--- config.mk ---
export PLATFORM = sky130hd
export DESIGN_NAME = jet_multiplicity_bx_selector_core
export DESIGN_NICKNAME = d
export VERILOG_FILES = /design/src/design/jmbs_pkg.sv /design/src/design/jmbs_front.sv /design/src/design/jmbs_fifo.sv /design/src/design/jmbs_back.sv /design/src/design/jet_multiplicity_bx_selector_core.sv
export SDC_FILE = /design/constraint.sdc
export NUM_CORES = 1
export LEC_CHECK = 0
export ABC_CLOCK_PERIOD_IN_PS = 5000
export BUFFER_PORTS_ARGS = -buffer_cell sky130_fd_sc_hd__buf_2
export CAP_MARGIN = 20
export CORE_UTILIZATION = 60
export DETAILED_ROUTE_END_ITERATION = 8
export GPL_TIMING_DRIVEN = 0
export PLACE_DENSITY = 0.8
export SYNTH_ARGS = -nofsm -noshare
export SYNTH_HDL_FRONTEND = slang
export SYNTH_HIERARCHICAL = 1
export SYNTH_SLANG_ARGS = --single-unit
--- constraint.sdc ---
create_clock -name clk -period 5 [get_ports clk]
set_clock_uncertainty 0.1 [all_clocks]
set_input_delay 0 -clock clk [delete_from_list [all_inputs] [get_ports clk]]
set_output_delay 0 -clock clk [all_outputs]
set_load 0.01 [all_outputs]
--- src/design/jmbs_pkg.sv ---
// shared types, constants and register codes of the jet multiplicity crossing selector
package jmbs_pkg;

  localparam int MAX_SLOTS    = 4;
  localparam int PACKED_SLOTS = 4;
  localparam int NUM_SLOTS    = (MAX_SLOTS < PACKED_SLOTS) ? MAX_SLOTS : PACKED_SLOTS;

  localparam int CROSSING_W = 12;
  localparam int PT_W       = 11;
  localparam int ETA_W      = 8;
  localparam int CONST_W    = 8;
  localparam int COUNT_W    = 3;

  localparam int CFG_IDX_W  = 3;
  localparam int CFG_DATA_W = 44;

  localparam int FIFO_DEPTH = 4;
  localparam int FIFO_PTR_W = $clog2(FIFO_DEPTH);
  localparam int FIFO_CNT_W = FIFO_PTR_W + 1;

  typedef enum logic [CFG_IDX_W-1:0] {
    REG_MIN_JET_COUNT    = 3'd0,
    REG_PT_THRESHOLDS    = 3'd1,
    REG_ETA_LIMITS       = 3'd2,
    REG_ETA_CUT_ENABLE   = 3'd3,
    REG_CONST_THRESHOLDS = 3'd4
  } cfg_reg_t;

  typedef struct packed {
    logic [COUNT_W-1:0] min_jet_count;
    logic [43:0]        pt_thresholds;
    logic [31:0]        eta_limits;
    logic [3:0]         eta_cut_enable;
    logic [31:0]        const_thresholds;
  } cfg_t;

  // one classified jet: per-slot pass flags are independent of the running count
  typedef struct packed {
    logic [CROSSING_W-1:0] crossing;
    logic [NUM_SLOTS-1:0]  pass;
    logic                  last;
  } jet_entry_t;

endpackage

--- src/design/jmbs_front.sv ---
// front end: accepts jets and evaluates all slot cuts into a registered entry
module jmbs_front import jmbs_pkg::*; (
  input  logic                         clk,
  input  logic                         rst_n,
  input  cfg_t                         cfg,
  input  logic                         in_valid,
  output logic                         in_ready,
  input  logic        [CROSSING_W-1:0] in_crossing,
  input  logic        [PT_W-1:0]       in_jet_pt,
  input  logic signed [ETA_W-1:0]      in_jet_eta,
  input  logic        [CONST_W-1:0]    in_jet_constituents,
  input  logic                         in_last_in_crossing,
  output logic                         ent_valid,
  input  logic                         ent_ready,
  output jet_entry_t                   ent
);

  logic       valid_r, valid_nxt;
  jet_entry_t ent_r;
  logic [ETA_W:0] abs_eta;
  logic [NUM_SLOTS-1:0] pass;
  logic take;

  // 9-bit magnitude so that -128 maps to 128
  always_comb begin
    if (in_jet_eta[ETA_W-1]) begin
      abs_eta = (ETA_W+1)'(0) - {in_jet_eta[ETA_W-1], in_jet_eta};
    end else begin
      abs_eta = {1'b0, in_jet_eta};
    end
  end

  always_comb begin
    for (int s = 0; s < NUM_SLOTS; s++) begin
      pass[s] = (in_jet_pt >= cfg.pt_thresholds[PT_W*s +: PT_W])
             && (!cfg.eta_cut_enable[s] || (abs_eta < {1'b0, cfg.eta_limits[ETA_W*s +: ETA_W]}))
             && (in_jet_constituents >= cfg.const_thresholds[CONST_W*s +: CONST_W]);
    end
  end

  assign in_ready  = !valid_r || ent_ready;
  assign take      = in_valid && in_ready;
  assign ent_valid = valid_r;
  assign ent       = ent_r;

  always_comb begin
    valid_nxt = valid_r;
    if (take) begin
      valid_nxt = 1'b1;
    end else if (ent_ready) begin
      valid_nxt = 1'b0;
    end
  end

  always_ff @(posedge clk) begin
    if (!rst_n) begin
      valid_r <= 1'b0;
    end else begin
      valid_r <= valid_nxt;
    end
  end

  always_ff @(posedge clk) begin
    if (take) begin
      ent_r.crossing <= in_crossing;
      ent_r.pass     <= pass;
      ent_r.last     <= in_last_in_crossing;
    end
  end

endmodule

--- src/design/jmbs_fifo.sv ---
// short queue of classified jets between front and back ends
module jmbs_fifo import jmbs_pkg::*; (
  input  logic       clk,
  input  logic       rst_n,
  input  logic       push_valid,
  output logic       push_ready,
  input  jet_entry_t push_data,
  output logic       pop_valid,
  input  logic       pop_ready,
  output jet_entry_t pop_data
);

  jet_entry_t mem [FIFO_DEPTH];
  logic [FIFO_PTR_W-1:0] wr_ptr_r, rd_ptr_r;
  logic [FIFO_CNT_W-1:0] cnt_r, cnt_nxt;
  logic do_push, do_pop;

  assign push_ready = (cnt_r != FIFO_CNT_W'(FIFO_DEPTH));
  assign pop_valid  = (cnt_r != '0);
  assign do_push    = push_valid && push_ready;
  assign do_pop     = pop_valid && pop_ready;
  assign pop_data   = mem[rd_ptr_r];

  always_comb begin
    cnt_nxt = cnt_r;
    if (do_push && !do_pop) begin
      cnt_nxt = cnt_r + FIFO_CNT_W'(1);
    end else if (do_pop && !do_push) begin
      cnt_nxt = cnt_r - FIFO_CNT_W'(1);
    end
  end

  always_ff @(posedge clk) begin
    if (!rst_n) begin
      wr_ptr_r <= '0;
      rd_ptr_r <= '0;
      cnt_r    <= '0;
    end else begin
      cnt_r <= cnt_nxt;
      if (do_push) begin
        wr_ptr_r <= wr_ptr_r + FIFO_PTR_W'(1);
      end
      if (do_pop) begin
        rd_ptr_r <= rd_ptr_r + FIFO_PTR_W'(1);
      end
    end
  end

  always_ff @(posedge clk) begin
    if (do_push) begin
      mem[wr_ptr_r] <= push_data;
    end
  end

endmodule

--- src/design/jmbs_back.sv ---
// back end: running accepted-jet count per crossing and the result register
module jmbs_back import jmbs_pkg::*; (
  input  logic                  clk,
  input  logic                  rst_n,
  input  logic [COUNT_W-1:0]    min_jet_count,
  input  logic                  ent_valid,
  output logic                  ent_ready,
  input  jet_entry_t            ent,
  output logic                  out_valid,
  input  logic                  out_ready,
  output logic [CROSSING_W-1:0] out_selected_crossing
);

  localparam int SLOT_W = (NUM_SLOTS > 1) ? $clog2(NUM_SLOTS) : 1;

  logic [COUNT_W-1:0]    count_r, count_nxt;
  logic                  out_valid_r, out_valid_nxt;
  logic [CROSSING_W-1:0] crossing_r;
  logic [COUNT_W-1:0]    count_inc;
  logic                  slot_ok, accept_jet, pop, emit;

  assign ent_ready = !out_valid_r || out_ready;
  assign pop       = ent_valid && ent_ready;

  // slot exists and the requirement is not yet met
  assign slot_ok    = ({1'b0, count_r} < (COUNT_W+1)'(NUM_SLOTS)) && (count_r < min_jet_count);
  assign accept_jet = slot_ok && ent.pass[count_r[SLOT_W-1:0]];
  assign count_inc  = accept_jet ? count_r + COUNT_W'(1) : count_r;
  assign emit       = pop && ent.last && (count_inc >= min_jet_count);

  always_comb begin
    count_nxt = count_r;
    if (pop) begin
      count_nxt = ent.last ? '0 : count_inc;
    end
    out_valid_nxt = out_valid_r;
    if (emit) begin
      out_valid_nxt = 1'b1;
    end else if (out_ready) begin
      out_valid_nxt = 1'b0;
    end
  end

  always_ff @(posedge clk) begin
    if (!rst_n) begin
      count_r     <= '0;
      out_valid_r <= 1'b0;
    end else begin
      count_r     <= count_nxt;
      out_valid_r <= out_valid_nxt;
    end
  end

  always_ff @(posedge clk) begin
    if (emit) begin
      crossing_r <= ent.crossing;
    end
  end

  assign out_valid             = out_valid_r;
  assign out_selected_crossing = crossing_r;

endmodule

--- src/design/jet_multiplicity_bx_selector_core.sv ---
// top level of the jet multiplicity crossing selector: config registers and the three stages
// Takes one jet per clock, grouped by bunch crossing with the final jet flagged by
// in_last_in_crossing, and emits the crossing number on the out_ channel when enough jets
// passed the per-slot pt, |eta| and constituent cuts. Sustained rate is one jet per cycle
// as long as out_ready is high; the front end evaluates every slot's cuts at once, so the
// only serial step, the running accepted-jet count, is a single increment in the back end.
// From input transaction to result a jet passes the front register, the queue and the output
// register. The four-entry queue absorbs short output stalls before in_ready drops.
// Configuration writes (cfg_ready is always high) must only be issued while no jets are
// in flight; indexes beyond the register list are ignored.
module jet_multiplicity_bx_selector_core import jmbs_pkg::*; (
  input  logic                         clk,
  input  logic                         rst_n,
  // configuration write channel
  input  logic                         cfg_valid,
  output logic                         cfg_ready,
  input  logic        [CFG_IDX_W-1:0]  cfg_index,
  input  logic        [CFG_DATA_W-1:0] cfg_data,
  // jet input channel
  input  logic                         in_valid,
  output logic                         in_ready,
  input  logic        [CROSSING_W-1:0] in_crossing,
  input  logic        [PT_W-1:0]       in_jet_pt,
  input  logic signed [ETA_W-1:0]      in_jet_eta,
  input  logic        [CONST_W-1:0]    in_jet_constituents,
  input  logic                         in_last_in_crossing,
  // selected crossing output channel
  output logic                         out_valid,
  input  logic                         out_ready,
  output logic        [CROSSING_W-1:0] out_selected_crossing
);

  cfg_t       cfg_r;
  logic       fr_valid, fr_ready;
  jet_entry_t fr_ent;
  logic       bk_valid, bk_ready;
  jet_entry_t bk_ent;

  // registers are always writable
  assign cfg_ready = 1'b1;

  always_ff @(posedge clk) begin
    if (!rst_n) begin
      cfg_r <= '0;
    end else if (cfg_valid) begin
      case (cfg_index)
        REG_MIN_JET_COUNT:    cfg_r.min_jet_count    <= cfg_data[COUNT_W-1:0];
        REG_PT_THRESHOLDS:    cfg_r.pt_thresholds    <= cfg_data[43:0];
        REG_ETA_LIMITS:       cfg_r.eta_limits       <= cfg_data[31:0];
        REG_ETA_CUT_ENABLE:   cfg_r.eta_cut_enable   <= cfg_data[3:0];
        REG_CONST_THRESHOLDS: cfg_r.const_thresholds <= cfg_data[31:0];
        default: ;
      endcase
    end
  end

  // front: accept and classify against every slot
  jmbs_front u_front (
    .clk                 (clk),
    .rst_n               (rst_n),
    .cfg                 (cfg_r),
    .in_valid            (in_valid),
    .in_ready            (in_ready),
    .in_crossing         (in_crossing),
    .in_jet_pt           (in_jet_pt),
    .in_jet_eta          (in_jet_eta),
    .in_jet_constituents (in_jet_constituents),
    .in_last_in_crossing (in_last_in_crossing),
    .ent_valid           (fr_valid),
    .ent_ready           (fr_ready),
    .ent                 (fr_ent)
  );

  // decoupling queue
  jmbs_fifo u_fifo (
    .clk        (clk),
    .rst_n      (rst_n),
    .push_valid (fr_valid),
    .push_ready (fr_ready),
    .push_data  (fr_ent),
    .pop_valid  (bk_valid),
    .pop_ready  (bk_ready),
    .pop_data   (bk_ent)
  );

  // back: count accepted jets and decide at the end of each crossing
  jmbs_back u_back (
    .clk                   (clk),
    .rst_n                 (rst_n),
    .min_jet_count         (cfg_r.min_jet_count),
    .ent_valid             (bk_valid),
    .ent_ready             (bk_ready),
    .ent                   (bk_ent),
    .out_valid             (out_valid),
    .out_ready             (out_ready),
    .out_selected_crossing (out_selected_crossing)
  );

endmodule

==> results of run 1 <==
[layout by cell type (no fill, tap or decap), types with 25 or more instances in the layout]
| cell | instances |
|---|---|
| dfxtp_1 | 129 |
| inv_1 | 110 |
| a21oi_1 | 25 |
| dlygate4sd3_1 | 69 |
| edfxtp_1 | 97 |
| mux2i_1 | 118 |
| buf_2 | 116 |
| nand2_1 | 181 |
| clkbuf_16 | 25 |
| ha_1 | 116 |
[metrics by stage]
| stage | worst slack [ps] | std cells | hold WS [ps] |
|---|---|---|---|
| 4_1_cts | 1580 | 1451 | 74.4 |
| 2_1_floorplan | 1360 | 1004 | -1.13 |
| 3_3_place_gp | 617 | 1338 | 76.5 |
| 6_report | 1570 | 1451 | 81.2 |
| 5_1_grt | 1370 | 1451 | 86.6 |
| 3_5_place_dp | 1650 | 1340 | 78.7 |
[cell families after synthesis]
logic type,after synthesis,synth area share [%]
mux,137,14.3
simple gates,252,10.0
xor+xnor,10,0.775
other cells,1,0.0332
buf+inv,148,5.88
fa+ha+maj,117,13.0
compound gates,113,7.34
flops,226,48.6
[layer usage]
metal  global-route usage, %  vias up
met3                    3.65       93
met4                    14.6        0
met5                       0        -
met1                    33.8     3903
li1                        -     3942
met2                    52.3      259
[power by group]
group | total [uW] | switching, uW | internal (uW)
clock network | 1830 | 732 | 1100
registers | 2170 | 74.0 | 2090
logic | 885 | 471 | 414
[layout make-up]
class	count	area [sq um]	share of cell area [%]
plain buffers	38	251	1.84
multi-input cells	630	5150	37.7
repair buffers	176	1240	9.06
inverters	110	413	3.02
clock buffers	29	661	4.84
clock inverters	13	161	1.18
flip-flops and latches	226	5500	40.2
well taps	229	287	2.10
[registers in the layout, indices dropped and copies added, names as in the netlist, named ones only]
register                      flops
u_back/out_selected_crossing     12
cfg_r                           115
u_fifo/mem                       68
u_fifo/cnt_r                      3
u_fifo/rd_ptr_r                   2
u_front/ent                      17
u_back/count_r                    3
u_back/out_valid                  1
u_fifo/wr_ptr_r                   2
u_front/ent_valid                 1
[final timing paths]
kind | from | endpoint
max | flop | u_back/out_selected_crossing[3]$_DFFE_PP_
min | in_crossing[3] | u_front/ent[8]$_DFFE_PP_
max reg2reg | flop | u_back/out_selected_crossing[3]$_DFFE_PP_
min reg2reg | cfg_r[15]$_SDFFE_PN0P_ | cfg_r[15]$_SDFFE_PN0P_
[worst reg2reg max path: stages, from the launching register on]
cell	delay, ps
dfxtp_1	330
buf_6	170
mux4_1	600
mux2_4	290
o221ai_2	290
nor2_1	130
xnor2_1	180
ha_1	250
nand2b_1	140
a21o_1	180
a21oi_1	260
nor3_2	90
buf_6	170
[timing repair]
item                      4_1_cts  5_1_grt
hold endpoints to repair      134        0
gates resized for setup         0        0
hold buffers                   69        0
==> impl_results.md, run 1 <==
* Power Density at 358 nW/um^2
* Crit Path Max Fanout at 12
* IO buf count at 105
* Synth unique cells at 68
* Design Power at 4880 uW
* Max Clock Freq at 291 MHz
* Setup TNS at 0 ps
* Number of synthesized flops with an enable pin at 97
* Layout Nets at 1,414
* Max-slew violation count at 0
* Cell with the most instances after synthesis: nand2_1
* GRT Util Overall at 28.9%
* Minimum clock period at 3430 ps
* Largest net degree at the start of global routing at 18
* First-pass GRT wire length at 43.0 mm
* Leakage at 0.00566 uW
* ANT cells at 0
* Highest routed layer: met4
* Share of Yosys cell area claimed by the top area cell type at 25.8%
* Iteration-0 DRC Markers at 451
* Gr ovfl total at 0
* Clock Latency Late Sink at 530 ps
* Drt drc at 9
* Worst-path clk slew at 60 ps
* Cell depth of the worst setup path at 12
* Wire length on met2 at 14.1 mm
* DIE WIDTH at 139 um
* Met1 wire length at 11.1 mm
* Met3 wire length at 1.12 mm
* Failing checks: design-rule violations
* Top FF cell, synth: dfxtp_1
* Syn Inst Count at 1,004
* Cells along the critical path: buf_6 > mux4_1 > mux2_4 > o221ai_2 > nor2_1 > xnor2_1 > ha_1 > nand2b_1 > a21o_1 > a21oi_1 > nor3_2 > buf_6
* Leading area contributor after synthesis: edfxtp_1
* Vias in the first global route at 8,322
* Setup slack, reg-to-reg at 1570 ps
* Number of fill cells at 1,184
* Synth cell count leaders: nand2_1, dfxtp_1, mux2i_1, ha_1, inv_1
* P&R area growth vs syn at 20.8%
* Register area share after synthesis at 48.6%
* Post-DP HPWL at 18.1 mm
* Post-Route WL at 27.7 mm
* H-tree Lvls at 1
* Root Driver: clkbuf_16
* Worst slew pin tran at 988 ps
* Vias per Instance at 5.65
* Setup Fix Bufs, Post-CTS at 0
* Maximum vdd drop at 261 uV
* Count of state elements after synthesis at 226
* Total CTS buffers at 23
* Critical path arrival at 3620 ps
* Final hold violations at 0
* Period utilisation layout at 68.7%
* CTS tree: done
* Drt wl/cell at 19.1 um
* Placed instance area at 12,100 sq um
* Starting Density at 62.1%
* Crit end category: flop
* Crit-path leading delay family: multiplexers
* Row cnt at 49
* Layout Utilization at 75.0%
* Via count at 8,197
* Startpoint types: flop
* Antenna violations before repair at 0
* Mean Syn Cell Area at 11.3 sq um
* Final Cell Area at 13,700 sq um
* CP max stage delay at 600 ps
* # IOs at 107
* FFs w/ async S/R, synth at 0%
* Core Region at 18,200 sq um
* Fraction of layout cells with a size suffix above 1 at 16.3%
* First-pass detailed-route iteration total at 7
* RePlAce Congestion at 0.852
* Clock sink count at 226
* Min-Delay Path Class: in -> reg
* Max capacitance violation total at 0
* Final setup fails at 0
* Longest Clk Path Bufs at 3
* Die area at 19,400 sq um
* Worst reg2reg path depth at 12
* Hold Path Depth at 2
* CP Data Required Time at 5190 ps
* Post-DRT Antenna Nets at 0
* Slowest CP cell: mux4_1
* Status: finished with violations
* Critical path class: reg -> reg
* Net Count, Synth at 1,213
* Rel. slew slack at 34.2%
* RSZ-0062 raised after global routing: no
* Crit path buffers/inverters at 2
* Die Height at 139 um
* Cell Area, Synth at 11,300 sq um
* Main area contributors after synthesis: edfxtp_1, dfxtp_1, ha_1
* Yosys Warn Count at 6
* Critical path's most frequent cell: buf_6
(Power assumes the default switching activity.)
==> run 2: changes to the inputs <==
Settings changed: ABC_AREA set to 1, ABC_CLOCK_PERIOD_IN_PS 5000 to 3600, PLACE_DENSITY 0.8 to 0.79.
Clock period 5 ns to 3.6 ns, I/O delays scaled along.
==> impl_results.md, run 2 <==
* Drt drc at 0
* Post-Route WL at 31.0 mm
* Drt wl/cell at 15.2 um
* Post-DP HPWL at 21.5 mm
* Final setup fails at 0
* Cell Area, Synth at 12,300 sq um
* Synth unique cells at 40
* Setup WS pre-CTS at 426 ps
* Critical path's most frequent cell: nand2_1
* Number of synthesized flops with an enable pin at 97
* CTS tree: done
* Resize count post-CTS at 0
* Largest net degree at the start of global routing at 18
* Cell with the most instances after synthesis: nor2_1
* Clock sink count at 226
* Worst reg2reg path depth at 15
* RSZ-0062 raised after global routing: no
* # IOs at 107
* Die area at 21,000 sq um
* Max reg flops at 115
* Layout Nets at 1,969
* Number of fill cells at 1,408
* Total CTS buffers at 24
* Startpoint types: flop
* First-pass GRT wire length at 48.2 mm
* Rel. slew slack at 35.9%
* Highest routed layer: met4
* Die Height at 145 um
* Critical path arrival at 3260 ps
* Most common cell after layout, fill and taps aside: nor2_1
* Fraction of layout cells with a size suffix above 1 at 13.8%
* Core Region at 19,700 sq um
* FFs w/ async S/R, synth at 0%
* Worst R2R End: u_back/out_selected_crossing[8]$_DFFE_PP_
* Vias per Instance at 5.28
* Hold worst-path end: u_front/ent[15]$_DFFE_PP_
* Most frequent cells in the layout: nor2_1, nand2_1, inv_1
* Synth cell count leaders: nor2_1, nand2_1, inv_1, nand3_1, dfxtp_1
* Final Cell Area at 14,700 sq um
* CP max stage delay at 440 ps
* Met3 wire length at 1.86 mm
* Mean Syn Cell Area at 7.90 sq um
* Vias in the first global route at 10.3k
* Setup slack, reg-to-reg at 390 ps
* Antenna violations before repair at 0
* Met1 wire length at 12.2 mm
* Post-DRT Antenna Nets at 0
* Biggest register: cfg_r
* Setup TNS at 0 ps
* Worst hold slack at 97.5 ps
* Leading area contributor after synthesis: edfxtp_1
* Hold Path Depth at 2
* Final hold violations at 0
* DIE WIDTH at 145 um
* Worst Hold Launch: in_crossing[10]
* Register area share after synthesis at 44.9%
* Root Driver: clkbuf_16
* Longest Clk Path Bufs at 3
* Max-slew violation count at 0
* Slowest CP cell: inv_1
* Gr ovfl total at 0
* Net Count, Synth at 1,759
* Share of Yosys cell area claimed by the top area cell type at 23.8%
* Row cnt at 51
* Leakage at 0.00659 uW
* Crit Path Max Fanout at 12
* Via count at 10.8k
* Clock Latency Late Sink at 520 ps
* GRT Util Overall at 29.9%
* Iteration-0 DRC Markers at 711
* P&R area growth vs syn at 20.3%
* Slack of the critical path at 389 ps
* IO buf count at 105
* Main area contributors after synthesis: edfxtp_1, dfxtp_1, ha_1
* Wire length on met2 at 15.5 mm
* Placed instance area at 13,200 sq um
* Minimum clock period at 3210 ps
* Max Clock Freq at 311 MHz
* Period utilisation layout at 89.2%
* Yosys Warn Count at 6
* Top FF cell, synth: dfxtp_1
* Critical path class: reg -> reg
* Syn Inst Count at 1,550
* Min-Delay Path Class: in -> reg
* Maximum vdd drop at 348 uV
* First-pass detailed-route iteration total at 6
* Max capacitance violation total at 0
* Worst slew pin tran at 960 ps
* Worst-path clk slew at 60 ps
* H-tree Lvls at 1
* Count of state elements after synthesis at 226
* RePlAce Congestion at 0.918
* CP Data Required Time at 3650 ps
* Cells along the critical path: buf_6 > buf_6 > o21ai_0 > o22ai_1 > nand2_1 > nand3_2 > nand2_2 > nor2_2 > nand2_1 > and2_1 > ha_1 > nand2_1 > o211ai_1 > nand3_1 > inv_1
* Starting Density at 62.1%
* Power Density at 504 nW/um^2
* Crit end category: flop
* ANT cells at 0
* Status: complete, no violations
-- run 2: stage by stage --
stage	instances	total power (uW)	utilization (%)
5_1_grt	2043	7800	74.8
3_3_place_gp	1920	4770	66.5
4_1_cts	2042	7430	74.7
6_report	2043	7430	74.8
3_5_place_dp	1924	4860	66.8
2_1_floorplan	1550	4330	-
-- run 2: layout make-up --
| class | instances | area, sq um | area share (%) |
|---|---|---|---|
| Tap cell | 265 | 332 | 2.25 |
| Buffer | 55 | 342 | 2.32 |
| Timing Repair Buffer | 184 | 1330 | 9.01 |
| Clock buffer | 35 | 713 | 4.84 |
| Sequential cell | 226 | 5500 | 37.3 |
| Multi-Input combinational cell | 1037 | 5550 | 37.7 |
| Clock inverter | 9 | 103 | 0.696 |
| Inverter | 232 | 876 | 5.94 |
-- run 2: report_power, final --
group | switching (uW) | internal (uW)
sequential | 124 | 2960
clock | 1020 | 1520
combinational | 1110 | 696
-- run 2: worst max path at each step --
stage               start                                         to  slack (ps)  cells after the start
floorplan            flop  u_back/out_selected_crossing[0]$_DFFE_PP_        1000                     16
global placement     flop  u_back/out_selected_crossing[3]$_DFFE_PP_         470                     16
detailed placement   flop  u_back/out_selected_crossing[6]$_DFFE_PP_         430                     15
CTS                  flop  u_back/out_selected_crossing[8]$_DFFE_PP_         410                     15
global route         flop  u_back/out_selected_crossing[2]$_DFFE_PP_         110                     15
finish               flop  u_back/out_selected_crossing[8]$_DFFE_PP_         390                     15
-- run 2: repair_timing --
item,in CTS,in global routing
buffers inserted,0,0
endpoints found under the hold margin,150,0
hold buffers,74,0
-- run 2: metal layers --
layer	up-vias	GRT usage, %
li1	5340	-
met1	4913	34.2
met2	421	54.1
met3	105	3.88
met4	0	15.5
met5	-	0
-- run 2: worst max-delay path, delay by kind of cell, from the launching register on --
kind,cells,cell delay [ps]
buffers and inverters,3,740
AO/OA/AOI/OAI,3,580
flip-flops,1,330
AND/OR/NAND/NOR,8,810
adder cells (fa/ha/maj),1,290
-- run 2: cells by family after synthesis --
family                   Yosys count  share of synthesized area (%)
AO/OA/AOI/OAI                    116                           5.78
XOR/XNOR                           5                          0.357
buffers and inverters            287                           9.94
flip-flops                       226                           44.9
AND/OR/NAND/NOR                  798                           27.0
other                              1                         0.0306
adder cells (fa/ha/maj)          117                           12.0
